File: src/rtl/core/dtpg_pkg.sv
// Shared types, constants and the bar palette for the display test pattern generator.
`default_nettype none
package dtpg_pkg;

  localparam int MAX_DIM   = 1024;
  localparam int DIM_W     = 11;
  localparam int COORD_W   = 10;
  localparam int COLOR_W   = 16;
  localparam int STRIDE_W  = 12;
  localparam int ADDR_W    = 21;
  localparam int PROD_W    = COORD_W + STRIDE_W;
  localparam int DIV_NUM_W = 18;
  localparam int DIV_DEN_W = 10;
  localparam int DIV_REM_W = DIV_DEN_W;
  localparam int DIV_CNT_W = 5;
  localparam int CFG_IDX_W = 3;
  localparam int CFG_DAT_W = 16;
  localparam int BAR_IDX_W = 3;

  localparam logic [1:0] MODE_SOLID    = 2'd0;
  localparam logic [1:0] MODE_GRADIENT = 2'd1;
  localparam logic [1:0] MODE_BARS     = 2'd2;

  localparam logic [CFG_IDX_W-1:0] REG_MODE   = 3'd0;
  localparam logic [CFG_IDX_W-1:0] REG_SOLID  = 3'd1;
  localparam logic [CFG_IDX_W-1:0] REG_WIDTH  = 3'd2;
  localparam logic [CFG_IDX_W-1:0] REG_HEIGHT = 3'd3;
  localparam logic [CFG_IDX_W-1:0] REG_STRIDE = 3'd4;

  typedef enum logic [2:0] {
    ST_IDLE,
    ST_CALC0,
    ST_WAIT0,
    ST_CALC1,
    ST_WAIT1,
    ST_EMIT
  } state_t;

  typedef enum logic [1:0] {
    DIV_RED,
    DIV_GREEN,
    DIV_BAR
  } div_sel_t;

  typedef struct packed {
    logic     load;
    logic     div_start;
    div_sel_t div_sel;
    logic     cap_first;
    logic     cap_second;
    logic     emit;
  } ctrl_cmd_t;

  typedef struct packed {
    logic [1:0] mode;
    logic       div_busy;
    logic       div_done;
    logic       out_free;
  } dp_sts_t;

  function automatic logic [COLOR_W-1:0] bar_color(input logic [BAR_IDX_W-1:0] idx);
    logic [COLOR_W-1:0] c;
    case (idx)
      3'd0:    c = 16'hf800;
      3'd1:    c = 16'h07e0;
      3'd2:    c = 16'h001f;
      3'd3:    c = 16'hffe0;
      3'd4:    c = 16'hf81f;
      3'd5:    c = 16'h07ff;
      3'd6:    c = 16'hffff;
      default: c = 16'h0000;
    endcase
    return c;
  endfunction

endpackage
`default_nettype wire

File: src/rtl/core/dtpg_div.sv
// Restoring serial divider, one quotient bit per cycle.
`default_nettype none
module dtpg_div (
  input  wire logic                           clk,
  input  wire logic                           rst_n,
  input  wire logic                           start,
  input  wire logic [dtpg_pkg::DIV_NUM_W-1:0] num,
  input  wire logic [dtpg_pkg::DIV_DEN_W-1:0] den,
  output logic                                busy,
  output logic                                done,
  output logic [dtpg_pkg::DIV_NUM_W-1:0]      quo
);
  import dtpg_pkg::*;

  logic                 busy_r, busy_nxt;
  logic                 done_r, done_nxt;
  logic [DIV_CNT_W-1:0] cnt_r, cnt_nxt;
  logic [DIV_NUM_W-1:0] num_r, num_nxt;
  logic [DIV_DEN_W-1:0] den_r, den_nxt;
  logic [DIV_REM_W-1:0] rem_r, rem_nxt;
  logic [DIV_REM_W:0]   rem_sh;
  logic [DIV_REM_W:0]   rem_diff;
  logic                 q_bit;

  always_comb begin
    rem_sh   = {rem_r, num_r[DIV_NUM_W-1]};
    rem_diff = rem_sh - {1'b0, den_r};
    q_bit    = (rem_sh >= {1'b0, den_r});
    busy_nxt = busy_r;
    done_nxt = 1'b0;
    cnt_nxt  = cnt_r;
    num_nxt  = num_r;
    den_nxt  = den_r;
    rem_nxt  = rem_r;
    if (start) begin
      busy_nxt = 1'b1;
      cnt_nxt  = '0;
      num_nxt  = num;
      den_nxt  = den;
      rem_nxt  = '0;
    end else if (busy_r) begin
      num_nxt = {num_r[DIV_NUM_W-2:0], q_bit};
      rem_nxt = q_bit ? rem_diff[DIV_REM_W-1:0] : rem_sh[DIV_REM_W-1:0];
      cnt_nxt = cnt_r + 1'b1;
      if (cnt_r == DIV_CNT_W'(DIV_NUM_W - 1)) begin
        busy_nxt = 1'b0;
        done_nxt = 1'b1;
      end
    end
  end

  always_ff @(posedge clk) begin
    if (!rst_n) begin
      busy_r <= 1'b0;
      done_r <= 1'b0;
      cnt_r  <= '0;
    end else begin
      busy_r <= busy_nxt;
      done_r <= done_nxt;
      cnt_r  <= cnt_nxt;
    end
    num_r <= num_nxt;
    den_r <= den_nxt;
    rem_r <= rem_nxt;
  end

  assign busy = busy_r;
  assign done = done_r;
  assign quo  = num_r;

endmodule
`default_nettype wire

File: src/rtl/core/dtpg_dp.sv
// Datapath: configuration, scan counters, divider operands, color and address, output beat.
`default_nettype none
module dtpg_dp (
  input  wire logic                           clk,
  input  wire logic                           rst_n,
  input  wire logic                           cfg_we,
  input  wire logic [dtpg_pkg::CFG_IDX_W-1:0] cfg_index,
  input  wire logic [dtpg_pkg::CFG_DAT_W-1:0] cfg_wdata,
  input  wire logic                           in_restart,
  input  wire dtpg_pkg::ctrl_cmd_t            cmd,
  output dtpg_pkg::dp_sts_t                   sts,
  output logic                                out_tvalid,
  input  wire logic                           out_tready,
  output logic [63:0]                         out_tdata,
  output logic                                out_tlast
);
  import dtpg_pkg::*;

  logic [1:0]          mode_r;
  logic [COLOR_W-1:0]  solid_r;
  logic [DIM_W-1:0]    fw_r, fh_r;
  logic [STRIDE_W-1:0] stride_r;

  logic [COORD_W-1:0]  col_r, col_nxt, row_r, row_nxt;
  logic [COORD_W-1:0]  x_r, x_nxt, y_r, y_nxt;
  logic [DIV_NUM_W-1:0] res0_r, res1_r;

  logic                out_valid_r, out_valid_nxt;
  logic [COLOR_W-1:0]  color_out_r;
  logic [COORD_W-1:0]  col_out_r, row_out_r;
  logic [ADDR_W-1:0]   addr_out_r;
  logic                last_out_r;

  logic [DIM_W-1:0]    w, h, w_m1, h_m1;
  logic [DIM_W-1:0]    col_pre, row_pre, col_a, row_a, row_b, x_inc, row_inc;
  logic [7:0]          bw;
  logic [DIV_NUM_W-1:0] div_num, x_ext, y_ext;
  logic [DIV_DEN_W-1:0] div_den;
  logic                div_busy, div_done;
  logic [DIV_NUM_W-1:0] div_quo;
  logic [7:0]          red, green, blue;
  logic [BAR_IDX_W-1:0] bar_idx;
  logic [COLOR_W-1:0]  color;
  logic [PROD_W-1:0]   prod, addr_full;
  logic                last;

  // clamp dimensions to 1..MAX_DIM
  always_comb begin
    if (fw_r == '0)                  w = DIM_W'(1);
    else if (fw_r > DIM_W'(MAX_DIM)) w = DIM_W'(MAX_DIM);
    else                             w = fw_r;
    if (fh_r == '0)                  h = DIM_W'(1);
    else if (fh_r > DIM_W'(MAX_DIM)) h = DIM_W'(MAX_DIM);
    else                             h = fh_r;
    w_m1 = w - 1'b1;
    h_m1 = h - 1'b1;
    bw   = (w[DIM_W-1:3] == '0) ? 8'd1 : w[DIM_W-1:3];
  end

  // scan position for this pixel, then advance
  always_comb begin
    col_pre = in_restart ? '0 : {1'b0, col_r};
    row_pre = in_restart ? '0 : {1'b0, row_r};
    if (col_pre >= w) begin
      col_a = '0;
      row_a = row_pre + 1'b1;
    end else begin
      col_a = col_pre;
      row_a = row_pre;
    end
    row_b   = (row_a >= h) ? '0 : row_a;
    x_inc   = col_a + 1'b1;
    row_inc = row_b + 1'b1;
    x_nxt   = x_r;
    y_nxt   = y_r;
    col_nxt = col_r;
    row_nxt = row_r;
    if (cmd.load) begin
      x_nxt = col_a[COORD_W-1:0];
      y_nxt = row_b[COORD_W-1:0];
      if (x_inc >= w) begin
        col_nxt = '0;
        row_nxt = (row_inc >= h) ? '0 : row_inc[COORD_W-1:0];
      end else begin
        col_nxt = x_inc[COORD_W-1:0];
        row_nxt = row_b[COORD_W-1:0];
      end
    end
  end

  // divider operands: ramp is pos*255/(dim-1), bar index is x/bw
  always_comb begin
    x_ext = DIV_NUM_W'(x_r);
    y_ext = DIV_NUM_W'(y_r);
    case (cmd.div_sel)
      DIV_RED: begin
        div_num = (x_ext << 8) - x_ext;
        div_den = w_m1[DIV_DEN_W-1:0];
      end
      DIV_GREEN: begin
        div_num = (y_ext << 8) - y_ext;
        div_den = h_m1[DIV_DEN_W-1:0];
      end
      default: begin
        div_num = x_ext;
        div_den = DIV_DEN_W'(bw);
      end
    endcase
  end

  dtpg_div u_div (
    .clk   (clk),
    .rst_n (rst_n),
    .start (cmd.div_start),
    .num   (div_num),
    .den   (div_den),
    .busy  (div_busy),
    .done  (div_done),
    .quo   (div_quo)
  );

  // color, address and frame end
  always_comb begin
    if (w == DIM_W'(1))       red = 8'd0;
    else if (res0_r > 18'd255) red = 8'hff;
    else                       red = res0_r[7:0];
    if (h == DIM_W'(1))       green = 8'd0;
    else if (res1_r > 18'd255) green = 8'hff;
    else                       green = res1_r[7:0];
    blue    = 8'hff - red;
    bar_idx = (res0_r > 18'd7) ? 3'd7 : res0_r[BAR_IDX_W-1:0];
    case (mode_r)
      MODE_GRADIENT: color = {red[7:3], green[7:2], blue[7:3]};
      MODE_BARS:     color = bar_color(bar_idx);
      default:       color = solid_r;
    endcase
    prod      = y_r * stride_r;
    addr_full = prod + PROD_W'(x_r);
    last      = ({1'b0, x_r} == w_m1) && ({1'b0, y_r} == h_m1);
  end

  always_comb begin
    out_valid_nxt = out_valid_r;
    if (cmd.emit)        out_valid_nxt = 1'b1;
    else if (out_tready) out_valid_nxt = 1'b0;
  end

  always_ff @(posedge clk) begin
    if (!rst_n) begin
      mode_r      <= MODE_SOLID;
      solid_r     <= 16'h001f;
      fw_r        <= 11'd320;
      fh_r        <= 11'd240;
      stride_r    <= 12'd320;
      col_r       <= '0;
      row_r       <= '0;
      out_valid_r <= 1'b0;
    end else begin
      if (cfg_we) begin
        case (cfg_index)
          REG_MODE:   mode_r   <= cfg_wdata[1:0];
          REG_SOLID:  solid_r  <= cfg_wdata;
          REG_WIDTH:  fw_r     <= cfg_wdata[DIM_W-1:0];
          REG_HEIGHT: fh_r     <= cfg_wdata[DIM_W-1:0];
          REG_STRIDE: stride_r <= cfg_wdata[STRIDE_W-1:0];
          default:    ;
        endcase
      end
      col_r       <= col_nxt;
      row_r       <= row_nxt;
      out_valid_r <= out_valid_nxt;
    end
    x_r <= x_nxt;
    y_r <= y_nxt;
    if (cmd.cap_first)  res0_r <= div_quo;
    if (cmd.cap_second) res1_r <= div_quo;
    if (cmd.emit) begin
      color_out_r <= color;
      col_out_r   <= x_r;
      row_out_r   <= y_r;
      addr_out_r  <= addr_full[ADDR_W-1:0];
      last_out_r  <= last;
    end
  end

  assign sts.mode     = mode_r;
  assign sts.div_busy = div_busy;
  assign sts.div_done = div_done;
  assign sts.out_free = !out_valid_r || out_tready;

  assign out_tvalid = out_valid_r;
  assign out_tdata  = {7'd0, addr_out_r, row_out_r, col_out_r, color_out_r};
  assign out_tlast  = last_out_r;

endmodule
`default_nettype wire

File: src/rtl/core/dtpg_ctrl.sv
// Controller state machine: accept a request, sequence the divisions, hand off the beat.
`default_nettype none
module dtpg_ctrl (
  input  wire logic                clk,
  input  wire logic                rst_n,
  input  wire logic                in_tvalid,
  output logic                     in_tready,
  input  wire dtpg_pkg::dp_sts_t   sts,
  output dtpg_pkg::ctrl_cmd_t      cmd
);
  import dtpg_pkg::*;

  state_t state_r, state_nxt;

  always_ff @(posedge clk) begin
    if (!rst_n) begin
      state_r <= ST_IDLE;
    end else begin
      state_r <= state_nxt;
    end
  end

  always_comb begin
    state_nxt      = state_r;
    cmd            = '0;
    cmd.div_sel    = DIV_BAR;
    in_tready      = 1'b0;
    case (state_r)
      ST_IDLE: begin
        in_tready = 1'b1;
        if (in_tvalid) begin
          cmd.load  = 1'b1;
          state_nxt = ST_CALC0;
        end
      end
      ST_CALC0: begin
        case (sts.mode)
          MODE_GRADIENT: begin
            cmd.div_start = 1'b1;
            cmd.div_sel   = DIV_RED;
            state_nxt     = ST_WAIT0;
          end
          MODE_BARS: begin
            cmd.div_start = 1'b1;
            cmd.div_sel   = DIV_BAR;
            state_nxt     = ST_WAIT0;
          end
          default: state_nxt = ST_EMIT;
        endcase
      end
      ST_WAIT0: begin
        if (sts.div_done) begin
          cmd.cap_first = 1'b1;
          state_nxt     = (sts.mode == MODE_GRADIENT) ? ST_CALC1 : ST_EMIT;
        end
      end
      ST_CALC1: begin
        cmd.div_start = 1'b1;
        cmd.div_sel   = DIV_GREEN;
        state_nxt     = ST_WAIT1;
      end
      ST_WAIT1: begin
        if (sts.div_done) begin
          cmd.cap_second = 1'b1;
          state_nxt      = ST_EMIT;
        end
      end
      ST_EMIT: begin
        // hold until the output register can take the beat
        if (sts.out_free) begin
          cmd.emit  = 1'b1;
          state_nxt = ST_IDLE;
        end
      end
      default: state_nxt = ST_IDLE;
    endcase
  end

`ifndef SYNTH
  a_start_idle_div: assert property (@(posedge clk) disable iff (!rst_n)
    cmd.div_start |-> !sts.div_busy)
    else $error("divider started while busy");
  a_done_in_wait: assert property (@(posedge clk) disable iff (!rst_n)
    sts.div_done |-> (state_r == ST_WAIT0 || state_r == ST_WAIT1))
    else $error("divider finished outside a wait state");
  a_load_then_busy: assert property (@(posedge clk) disable iff (!rst_n)
    cmd.load |=> !in_tready)
    else $error("request taken while previous pixel in progress");
`endif

endmodule
`default_nettype wire

File: src/rtl/core/display_test_pattern_generator.sv
// A request beat is accepted only while idle; solid mode emits the result beat without division,
// bar mode runs the 18-step serial divider once and gradient mode runs it twice. A new request
// is taken in the cycle after the previous result enters the output register.
// Synchronous active-low reset clears the scan to (0,0) and loads the default registers.
`default_nettype none
module display_test_pattern_generator (
  input  wire logic                           clk,
  input  wire logic                           rst_n,
  input  wire logic                           cfg_we,
  input  wire logic [dtpg_pkg::CFG_IDX_W-1:0] cfg_index,
  input  wire logic [dtpg_pkg::CFG_DAT_W-1:0] cfg_wdata,
  input  wire logic                           in_tvalid,
  output logic                                in_tready,
  input  wire logic [7:0]                     in_tdata,   // [0] restart, [7:1] zero
  output logic                                out_tvalid,
  input  wire logic                           out_tready,
  // [15:0] pixel_color, [25:16] column, [35:26] row, [56:36] word_address, [63:57] zero
  output logic [63:0]                         out_tdata,
  output logic                                out_tlast   // last_of_frame
);
  import dtpg_pkg::*;

  ctrl_cmd_t cmd;
  dp_sts_t   sts;

  dtpg_ctrl u_ctrl (
    .clk       (clk),
    .rst_n     (rst_n),
    .in_tvalid (in_tvalid),
    .in_tready (in_tready),
    .sts       (sts),
    .cmd       (cmd)
  );

  dtpg_dp u_dp (
    .clk        (clk),
    .rst_n      (rst_n),
    .cfg_we     (cfg_we),
    .cfg_index  (cfg_index),
    .cfg_wdata  (cfg_wdata),
    .in_restart (in_tdata[0]),
    .cmd        (cmd),
    .sts        (sts),
    .out_tvalid (out_tvalid),
    .out_tready (out_tready),
    .out_tdata  (out_tdata),
    .out_tlast  (out_tlast)
  );

endmodule
`default_nettype wire

File: config.mk
export PLATFORM = sky130hd
export DESIGN_NAME = display_test_pattern_generator
export DESIGN_NICKNAME = d
export VERILOG_FILES = /design/src/rtl/core/dtpg_pkg.sv /design/src/rtl/core/dtpg_div.sv /design/src/rtl/core/dtpg_dp.sv /design/src/rtl/core/dtpg_ctrl.sv /design/src/rtl/core/display_test_pattern_generator.sv
export SDC_FILE = /design/constraint.sdc
export NUM_CORES = 1
export LEC_CHECK = 0
export ABC_CLOCK_PERIOD_IN_PS = 9800
export BUFFER_PORTS_ARGS = -buffer_cell sky130_fd_sc_hd__buf_4
export CORE_ASPECT_RATIO = 1.2
export CORE_MARGIN = 8
export CORE_UTILIZATION = 35
export CTS_BUF_LIST = sky130_fd_sc_hd__clkbuf_8
export CTS_CLUSTER_DIAMETER = 150
export DETAILED_ROUTE_END_ITERATION = 10
export SLEW_MARGIN = 5
export SYNTH_ARGS = -nofsm -noshare
export SYNTH_HDL_FRONTEND = slang
export SYNTH_SLANG_ARGS = --single-unit
File: constraint.sdc
create_clock -name clk -period 9.8 [get_ports clk]
set_clock_uncertainty 0.05 [all_clocks]
set_input_delay 0.98 -clock clk [delete_from_list [all_inputs] [get_ports clk]]
set_output_delay 0.98 -clock clk [all_outputs]
set_load 0.005 [all_outputs]
==> flow_summary.toml, run 1 <==
[synthesis]
synth_cell_type_count = 90
synth_cells = 1896
synth_edf_count = 140
postSynth.asyncResetShare_pct = 0
synth_flop_cell = "edfxtp_1"
yosysSeqAreaShare_pct = 35.07
syn_area_um2 = 17300
synth-seq-cells = 233
yosysWarnings = 0
avgSynthCellArea_um2 = 9.123

[timing]
setup_viol = 0
whs_ns = 0.4131
slew_headroom_pct = 30.62
finalHoldViolCount = 0
setup_ws_ns = 0.9122
fin_crit_sh_pct = 90.69
layout_min_cycle_time_ns = 8.888
tns_ns = 0
report.final.slew_viol_count = 0
rsz0062_at_grt = "false"
fmax_mhz = 112.5
tightest_slew_ns = 1.037

[route]
finalWirelength_mm = 48.59
vias = 13970
ant_nets = 0
first_pass_iters = 6
drc_errors = 0
viasPerCell = 5.337
drt_iter0_drc = 952
post_drt_wl_per_cell_um = 18.57

[die]
fp-row-count = 89
die_area_um2 = 56820
design.core.area_um2 = 49000
initial_core_util_pct = 35.30
io_pins = 99
die_w_um = 218.9
die_h_um = 259.5

[finish]
final_common_cell = "nand2_1"
stdcell_count = 2617
drive_gt1_share_pct = 10.71
areaGrowthSynthToFinish_pct = 11.94
layout_common_cells = "287 x nand2_1, 152 x inv_1, 140 x edfxtp_1, 130 x ha_1, 115 x a21oi_1"
fill_cells = 4937
nets = 2198

[placement]
dp_hpwl_mm = 35.93
post-place-ws_ns = 0.9359
gp_congestion = 0.9025
io_buffers = 84
dp_cells = 2544

[grt]
top_usage_layer = "met2"
met2_usage_pct = 28.45
grt.total_usage_pct = 16.80
grt_util_met1_pct = 20.71
grt_pass1_wl_mm = 76.51
overflow = 0
grt_max_degree = 59
antenna_found_initial = 1
gr-usage-met3_pct = 2.529
grt_pass1_vias = 13780

[min_path]
hp-class = "flip-flop to flip-flop"

[power]
max-vdd-ir-drop_mv = 0.08778
powerDensity_nw_per_um2 = 154.6
total_power_mw = 2.994
p_leak_nw = 8.135

[clock_tree]
h-tree-depth = 2
postCtsSetupRepairBufs = 0
path_clk_slew_ns = 0.06
root_buffer = "clkbuf_8"
numClockSinks = 233
clockBufferDepth = 3
clk_latency_ns = 0.58
cts_buffers = 39
cts_resized = 0
ctsHoldBuffers = 0
cts_tree = "done"

[flow_run]
cap_violations = 0

[setup_path]
cp-end-kind = "flip-flop"
critPathBufInv = 2
crit_top_cell = "o21ai_1"
cpMaxStageDelayCell = "o21ai_1"
cp.required_ns = 10.25
arrival_ns = 9.34
cp-start-kind = "flip-flop"
cpPeakStageDelay_ns = 0.74
critPathTopFamily = "compound AO/OA/AOI/OAI gates"
cp_max_fo = 15
critical_path_class = "flip-flop to flip-flop"

[run_status]
status = "finished clean"
through the flow:
step	utilization, %	area, um^2
global route	39.52	19360
global placement	37.74	18490
finish	39.52	19360
floorplan	-	17320
detailed placement	37.74	18490
CTS	39.51	19360
metal layers:
layer / vias up / wire length (um)
li1: 6661 / -
met1: 6788 / 20120
met2: 415 / 23670
met3: 103 / 2684
met4: 0 / 2106
met5: - / 0
report_power, final:
part	internal (mW)	switching, mW
Clock	0.555	0.433
Sequential	1.11	0.0660
Combinational	0.349	0.476
Total	2.02	0.975
state kept, by name, summed over array words and instances (netlist names), 11 cells and up:
signal and count:
u_dp.addr_out_r 21, u_dp.u_div.quo 18, u_dp.res0_r 18, u_dp.color_out_r 16, u_dp.fw_r 11, u_dp.fh_r 11
u_dp.res1_r 16, u_dp.solid_r 16, u_dp.stride_r 12
cells in the mapped netlist, types with 61 or more instances:
cell | number | area share, %
o21ai_0 | 75 | 2.2
and2_1 | 61 | 2.2
dfxtp_1 | 93 | 11
fa_1 | 88 | 10
edfxtp_1 | 140 | 24
xnor2_1 | 65 | 3.3
clkbuf_1 | 76 | 1.6
nor2_1 | 100 | 2.2
nand2_1 | 287 | 6.2
ha_1 | 130 | 9.4
a21oi_1 | 115 | 3.3
inv_1 | 148 | 3.2
area by class of cell:
class | count | area (um^2) | share of cell area, %
Multi-Input combinational cell | 1411 | 10210 | 52.74
Sequential cell | 233 | 6066 | 31.33
Timing Repair Buffer | 114 | 855.8 | 4.420
Tap cell | 637 | 797.0 | 4.116
Clock buffer | 41 | 564.3 | 2.914
Inverter | 149 | 559.3 | 2.888
Clock inverter | 31 | 306.5 | 1.583
Antenna cell | 1 | 2.502 | 0.01292
worst register-to-register path: cells and delay by family, from the launching register on:
kind / cells / cell delay [ns]
AO/OA/AOI/OAI: 15 / 3.74
AND/OR/NAND/NOR: 10 / 2.88
adder cells (fa/ha/maj): 4 / 1.03
flip-flops: 1 / 0.39
buffers and inverters: 2 / 0.32
multiplexers: 1 / 0.30
XOR/XNOR: 1 / 0.12
cell families (layout without fill, tap and decap cells):
group	Yosys count	in the layout	synth area share, %
flip-flops	233	233	35.07
adder cells (fa/ha/maj)	218	218	19.59
AO/OA/AOI/OAI	360	360	13.22
multiplexers	19	19	1.143
other	1	8	0.02168
buffers and inverters	258	335	6.112
XOR/XNOR	102	102	5.165
AND/OR/NAND/NOR	705	705	19.68
path summary, 6_finish.rpt:
check	start	slack (ns)	endpoint	cells after the start
worst max register to register	u_dp.fw_r[5]$_SDFFE_PN0P_	0.91	u_dp.row_r[3]$_SDFFE_PN0P_	33
worst min register to register	u_dp.solid_r[7]$_SDFFE_PN0P_	0.41	u_dp.solid_r[7]$_SDFFE_PN0P_	2
worst min-delay path	u_dp.solid_r[7]$_SDFFE_PN0P_	0.41	u_dp.solid_r[7]$_SDFFE_PN0P_	2
worst max-delay path	u_dp.fw_r[5]$_SDFFE_PN0P_	0.91	u_dp.row_r[3]$_SDFFE_PN0P_	33
No activity file was read; power rests on OpenSTA's default activity.
==> run 2, diff against run 1 <==
--- a/config.mk
+++ b/config.mk
@@ -8,9 +8,9 @@
 export ABC_CLOCK_PERIOD_IN_PS = 9800
 export BUFFER_PORTS_ARGS = -buffer_cell sky130_fd_sc_hd__buf_4
 export CORE_ASPECT_RATIO = 1.2
-export CORE_MARGIN = 8
+export CORE_MARGIN = 5
 export CORE_UTILIZATION = 35
-export CTS_BUF_LIST = sky130_fd_sc_hd__clkbuf_8
+export CTS_BUF_LIST = sky130_fd_sc_hd__clkbuf_16
 export CTS_CLUSTER_DIAMETER = 150
 export DETAILED_ROUTE_END_ITERATION = 10
 export SLEW_MARGIN = 5
==> run 2 against run 1 <==
  * Fmax is 0.52% higher
  * Combinational power decreased by 0.7%
  * Design area shrank 0.69%
  * Count of clock-buffer cells in the layout fell by 16
==> flow_summary.toml, run 2 (same netlist as run 1, synthesis figures left out) <==
[finish]
fill_cells = 4884
largest_reg_flops = 21
ff_latch_area_um2 = 6066
antenna-diode-count = 0
drive_gt1_share_pct = 9.739
top_register = "u_dp.addr_out_r"
final_common_cell = "nand2_1"
multiInputGateArea_um2 = 10210
layout_common_cells = "287 x nand2_1, 152 x inv_1, 140 x edfxtp_1, 130 x ha_1, 115 x a21oi_1"
stdcell_count = 2588
areaGrowthSynthToFinish_pct = 11.17
fin_util_pct = 39.16
nets = 2183

[power]
switching_share_pct = 32.88
intPower_mw = 1.932
max-vdd-ir-drop_mv = 0.08954
p_leak_nw = 8.052
switching_power_mw = 0.9464
combPwrFrac_pct = 28.4
p_seq_share_pct = 41.0
clkPwrFrac_pct = 30.6
powerDensity_nw_per_um2 = 149.7

[timing]
tns_ns = 0
setup_ws_ns = 0.9582
fin_crit_sh_pct = 90.22
whs_ns = 0.4115
fmax_mhz = 113.1
tightest_slew_ns = 1.025
rsz0062_at_grt = "false"
slew_headroom_pct = 31.15
finalHoldViolCount = 0
setup_viol = 0
report.final.slew_viol_count = 0
layout_min_cycle_time_ns = 8.842

[min_path]
hold_depth = 0
hp-class = "flip-flop to flip-flop"

[clock_tree]
cts_resized = 0
postCtsSetupRepairBufs = 0
clk_latency_ns = 0.54
cts_tree = "done"
path_clk_slew_ns = 0.07
clockBufferDepth = 3
cts_buffers = 24
ctsHoldBuffers = 0
numClockSinks = 233
h-tree-depth = 1
root_buffer = "clkbuf_16"

[setup_path]
reg2regPathDepth = 33
cpPeakStageDelay_ns = 0.75
critPathTopFamily = "compound AO/OA/AOI/OAI gates"
cp_max_fo = 12
critPathBufInv = 2
cp.required_ns = 10.21
arrival_ns = 9.26
cpMaxStageDelayCell = "o21ai_1"
cp-end-kind = "flip-flop"
critical_path_class = "flip-flop to flip-flop"
cp_num_cells = 33
cp-start-kind = "flip-flop"

[die]
die_h_um = 253.5
die_area_um2 = 53990
design.core.area_um2 = 49110
io_pins = 99
die_w_um = 212.9
fp-row-count = 89
initial_core_util_pct = 35.22

[flow_run]
cap_violations = 0

[route]
finalWirelength_mm = 47.10
viasPerCell = 5.332
ant_nets = 0
vias = 13800
drc_errors = 0
drt_iter0_drc = 946
post_drt_wl_per_cell_um = 18.20
first_pass_iters = 7

[grt]
grt_pass1_vias = 13880
grt.total_usage_pct = 17.09
grt_max_degree = 59
overflow = 0
grt_pass1_wl_mm = 74.39
antenna_found_initial = 0

[placement]
post-place-ws_ns = 0.9026
io_buffers = 84
gp_congestion = 0.9060
dp_hpwl_mm = 35.39
dp_cells = 2544

[run_status]
status = "finished clean"
==> run 2: final cells by class <==
class                      count  area share (%)
inverter                     149           2.908
timing repair buffer         114           4.451
clock buffer                  25           3.253
multi-input combinational   1411           53.11
clock inverter                19          0.5921
sequential                   233           31.54
tap                          637           4.145
==> run 2: per-layer routing <==
layer  vias to the layer above  track usage, %  share of wire (%)  wire [um]
met5                         -               0                  0          0
met4                         0           7.463                4.6       2157
met1                      6696           21.56                 42      19750
met3                       109           1.531                4.3       2026
met2                       378           29.81                 49      23170
li1                       6617               -                  -          -
==> run 2: path summary, 6_finish.rpt <==
check                           slack (ns)                   startpoint                         end
worst max-delay path                  0.96    u_dp.fw_r[2]$_SDFFE_PN0P_  u_dp.row_r[3]$_SDFFE_PN0P_
worst max register to register        0.96    u_dp.fw_r[2]$_SDFFE_PN0P_  u_dp.row_r[3]$_SDFFE_PN0P_
worst min-delay path                  0.41  u_dp.u_div.quo[1]$_DFFE_PP_    u_dp.res0_r[1]$_DFFE_PP_
worst min register to register        0.41  u_dp.u_div.quo[1]$_DFFE_PP_    u_dp.res0_r[1]$_DFFE_PP_
==> run 2: power groups by stage <==
stage | Clock (mW) | Sequential, mW | Combinational, mW
2_1_floorplan | 0 | 1.17 | 0.631
6_report | 0.880 | 1.18 | 0.819
4_1_cts | 0.902 | 1.18 | 0.821
3_5_place_dp | 0 | 1.20 | 0.817
5_1_grt | 0.934 | 1.19 | 0.919
3_3_place_gp | 0 | 1.20 | 0.799
==> run 2: stage by stage <==
stage                     area (um^2)  total power, mW
after floorplan                 17320            1.797
after global placement          18490            1.997
after detailed placement        18490            2.017
after CTS                       19230            2.901
after global routing            19230            3.040
final                           19230            2.878
==> run 3, diff against run 2 <==
--- a/config.mk
+++ b/config.mk
@@ -5,7 +5,7 @@
 export SDC_FILE = /design/constraint.sdc
 export NUM_CORES = 1
 export LEC_CHECK = 0
-export ABC_CLOCK_PERIOD_IN_PS = 9800
+export ABC_CLOCK_PERIOD_IN_PS = 7600
 export BUFFER_PORTS_ARGS = -buffer_cell sky130_fd_sc_hd__buf_4
 export CORE_ASPECT_RATIO = 1.2
 export CORE_MARGIN = 5
==> constraint.sdc (replaced) <==
create_clock -name clk -period 7.6 [get_ports clk]
set_clock_uncertainty 0.05 [all_clocks]
set_input_delay 0.76 -clock clk [delete_from_list [all_inputs] [get_ports clk]]
set_output_delay 0.76 -clock clk [all_outputs]
set_load 0.005 [all_outputs]
==> run 3 against run 2 <==
  * Wire length up 0.88%
  * Combinational power up 29%
  * Fmax up 26%
==> flow_summary.toml, run 3 (same netlist as run 1, synthesis figures left out) <==
[finish]
largest_reg_flops = 21
antenna-diode-count = 0
stdcell_area_um2 = 19470
top_register = "u_dp.addr_out_r"
nets = 2195
drive_gt1_share_pct = 11.16
areaGrowthSynthToFinish_pct = 12.59
layout_common_cells = "287 x nand2_1, 149 x inv_1, 140 x edfxtp_1, 129 x ha_1, 126 x buf_4"
final_common_cell = "nand2_1"
fill_cells = 4833
multiInputGateArea_um2 = 10290
ff_latch_area_um2 = 6066

[grt]
grt_pass1_vias = 14080
grt_pass1_wl_mm = 75.67
grt.total_usage_pct = 17.40
antenna_found_initial = 0
overflow = 0
grt_max_degree = 58

[power]
powerDensity_nw_per_um2 = 196.2
p_leak_nw = 8.138
max-vdd-ir-drop_mv = 0.1262

[setup_path]
cp-start-kind = "flip-flop"
cpMaxStageDelayCell = "or4_4"
cp-end-kind = "flip-flop"
cp.required_ns = 8.04
cpPeakStageDelay_ns = 0.58
crit_top_cell = "ha_1"
critical_path_class = "flip-flop to flip-flop"
cp_max_fo = 9
arrival_ns = 7.49

[route]
first_pass_iters = 6
drc_errors = 0
viasPerCell = 5.408
drt_iter0_drc = 1002
post_drt_wl_per_cell_um = 18.28
vias = 14060
ant_nets = 0
finalWirelength_mm = 47.52

[clock_tree]
clockBufferDepth = 3
root_buffer = "clkbuf_16"
path_clk_slew_ns = 0.07
clk_latency_ns = 0.56
ctsHoldBuffers = 0
cts_buffers = 24
cts_tree = "done"
numClockSinks = 233
h-tree-depth = 1

[placement]
io_buffers = 84
placed_area_um2 = 18570
gp_congestion = 0.9157
post-place-ws_ns = 0.1373
dp_hpwl_mm = 35.79

[timing]
rsz0062_at_grt = "false"
tightest_slew_ns = 1.152
fin_crit_sh_pct = 92.67
setup_ws_ns = 0.5568
finalHoldViolCount = 0
slew_headroom_pct = 23.20
tns_ns = 0
layout_min_cycle_time_ns = 7.043
fmax_mhz = 142.0
report.final.slew_viol_count = 0
setup_viol = 0
whs_ns = 0.4107

[die]
design.core.area_um2 = 49110
fp-row-count = 89
die_area_um2 = 53990
io_pins = 99
die_w_um = 212.9
initial_core_util_pct = 35.22
die_h_um = 253.5

[run_status]
status = "finished clean"

[min_path]
hp-class = "flip-flop to flip-flop"

[flow_run]
cap_violations = 0
## run 3: cell count changes in the layout (fill, tap and decap cells not counted), moves of 2 or more
cell / change
nor2_2: +2
nor2_1: -3
o21ai_2: +2
bufinv_16: +2
o21ai_1: -3
inv_1: -3
inv_4: -2
buf_4: +12
clkinv_2: +2
## run 3: area by class of cell
| class | instances | area share (%) |
|---|---|---|
| multi-input combinational | 1411 | 52.82 |
| sequential | 233 | 31.15 |
| timing repair buffer | 126 | 4.857 |
| tap | 637 | 4.093 |
| clock buffer | 26 | 3.341 |
| inverter | 149 | 2.872 |
| clock inverter | 18 | 0.8738 |
## run 3: metrics by stage
step,power (mW),std cells,util (%)
floorplan,2.317,1902,-
global placement,2.579,2555,37.82
detailed placement,2.605,2555,37.82
CTS,3.848,2599,39.49
global route,4.036,2600,39.66
finish,3.821,2600,39.66
## run 3: layer usage
metal	global-route usage (%)	vias up	routed length, um
met1	21.84	6817	19270
met2	29.92	470	23070
met4	8.378	0	2502
li1	-	6639	-
met5	0	-	0
met3	1.827	135	2676
## run 3: critical path: cells and delay by family, from the launching register on
family,cells,cell delay [ns]
mux,2,0.71
fa+ha+maj,4,0.93
flops,1,0.37
xor+xnor,1,0.12
buf+inv,3,0.47
simple gates,10,2.25
compound gates,13,2.03
## run 3: worst paths after layout
path / depth (start not counted) / from / slack [ns] / to
worst min register to register: 0 / u_dp.u_div.quo[1]$_DFFE_PP_ / 0.41 / u_dp.res0_r[1]$_DFFE_PP_
worst min-delay path: 0 / u_dp.u_div.quo[1]$_DFFE_PP_ / 0.41 / u_dp.res0_r[1]$_DFFE_PP_
worst max-delay path: 33 / u_dp.fw_r[6]$_SDFFE_PN1P_ / 0.56 / u_dp.row_r[3]$_SDFFE_PN0P_
worst max register to register: 33 / u_dp.fw_r[6]$_SDFFE_PN1P_ / 0.56 / u_dp.row_r[3]$_SDFFE_PN0P_
## run 3: timing repair
| item | 4_1_cts | 5_1_grt |
|---|---|---|
| gates resized for setup | 0 | 17 |
| buffers inserted | 0 | 1 |
| setup endpoints to repair | 0 | 10 |
## run 3: power breakdown
group          total (mW)  internal [mW]  leakage (nW)  switching [mW]
registers            1.53           1.44          2.04          0.0903
clock network        1.23          0.695         0.411           0.536
logic                1.06          0.453          5.68           0.609
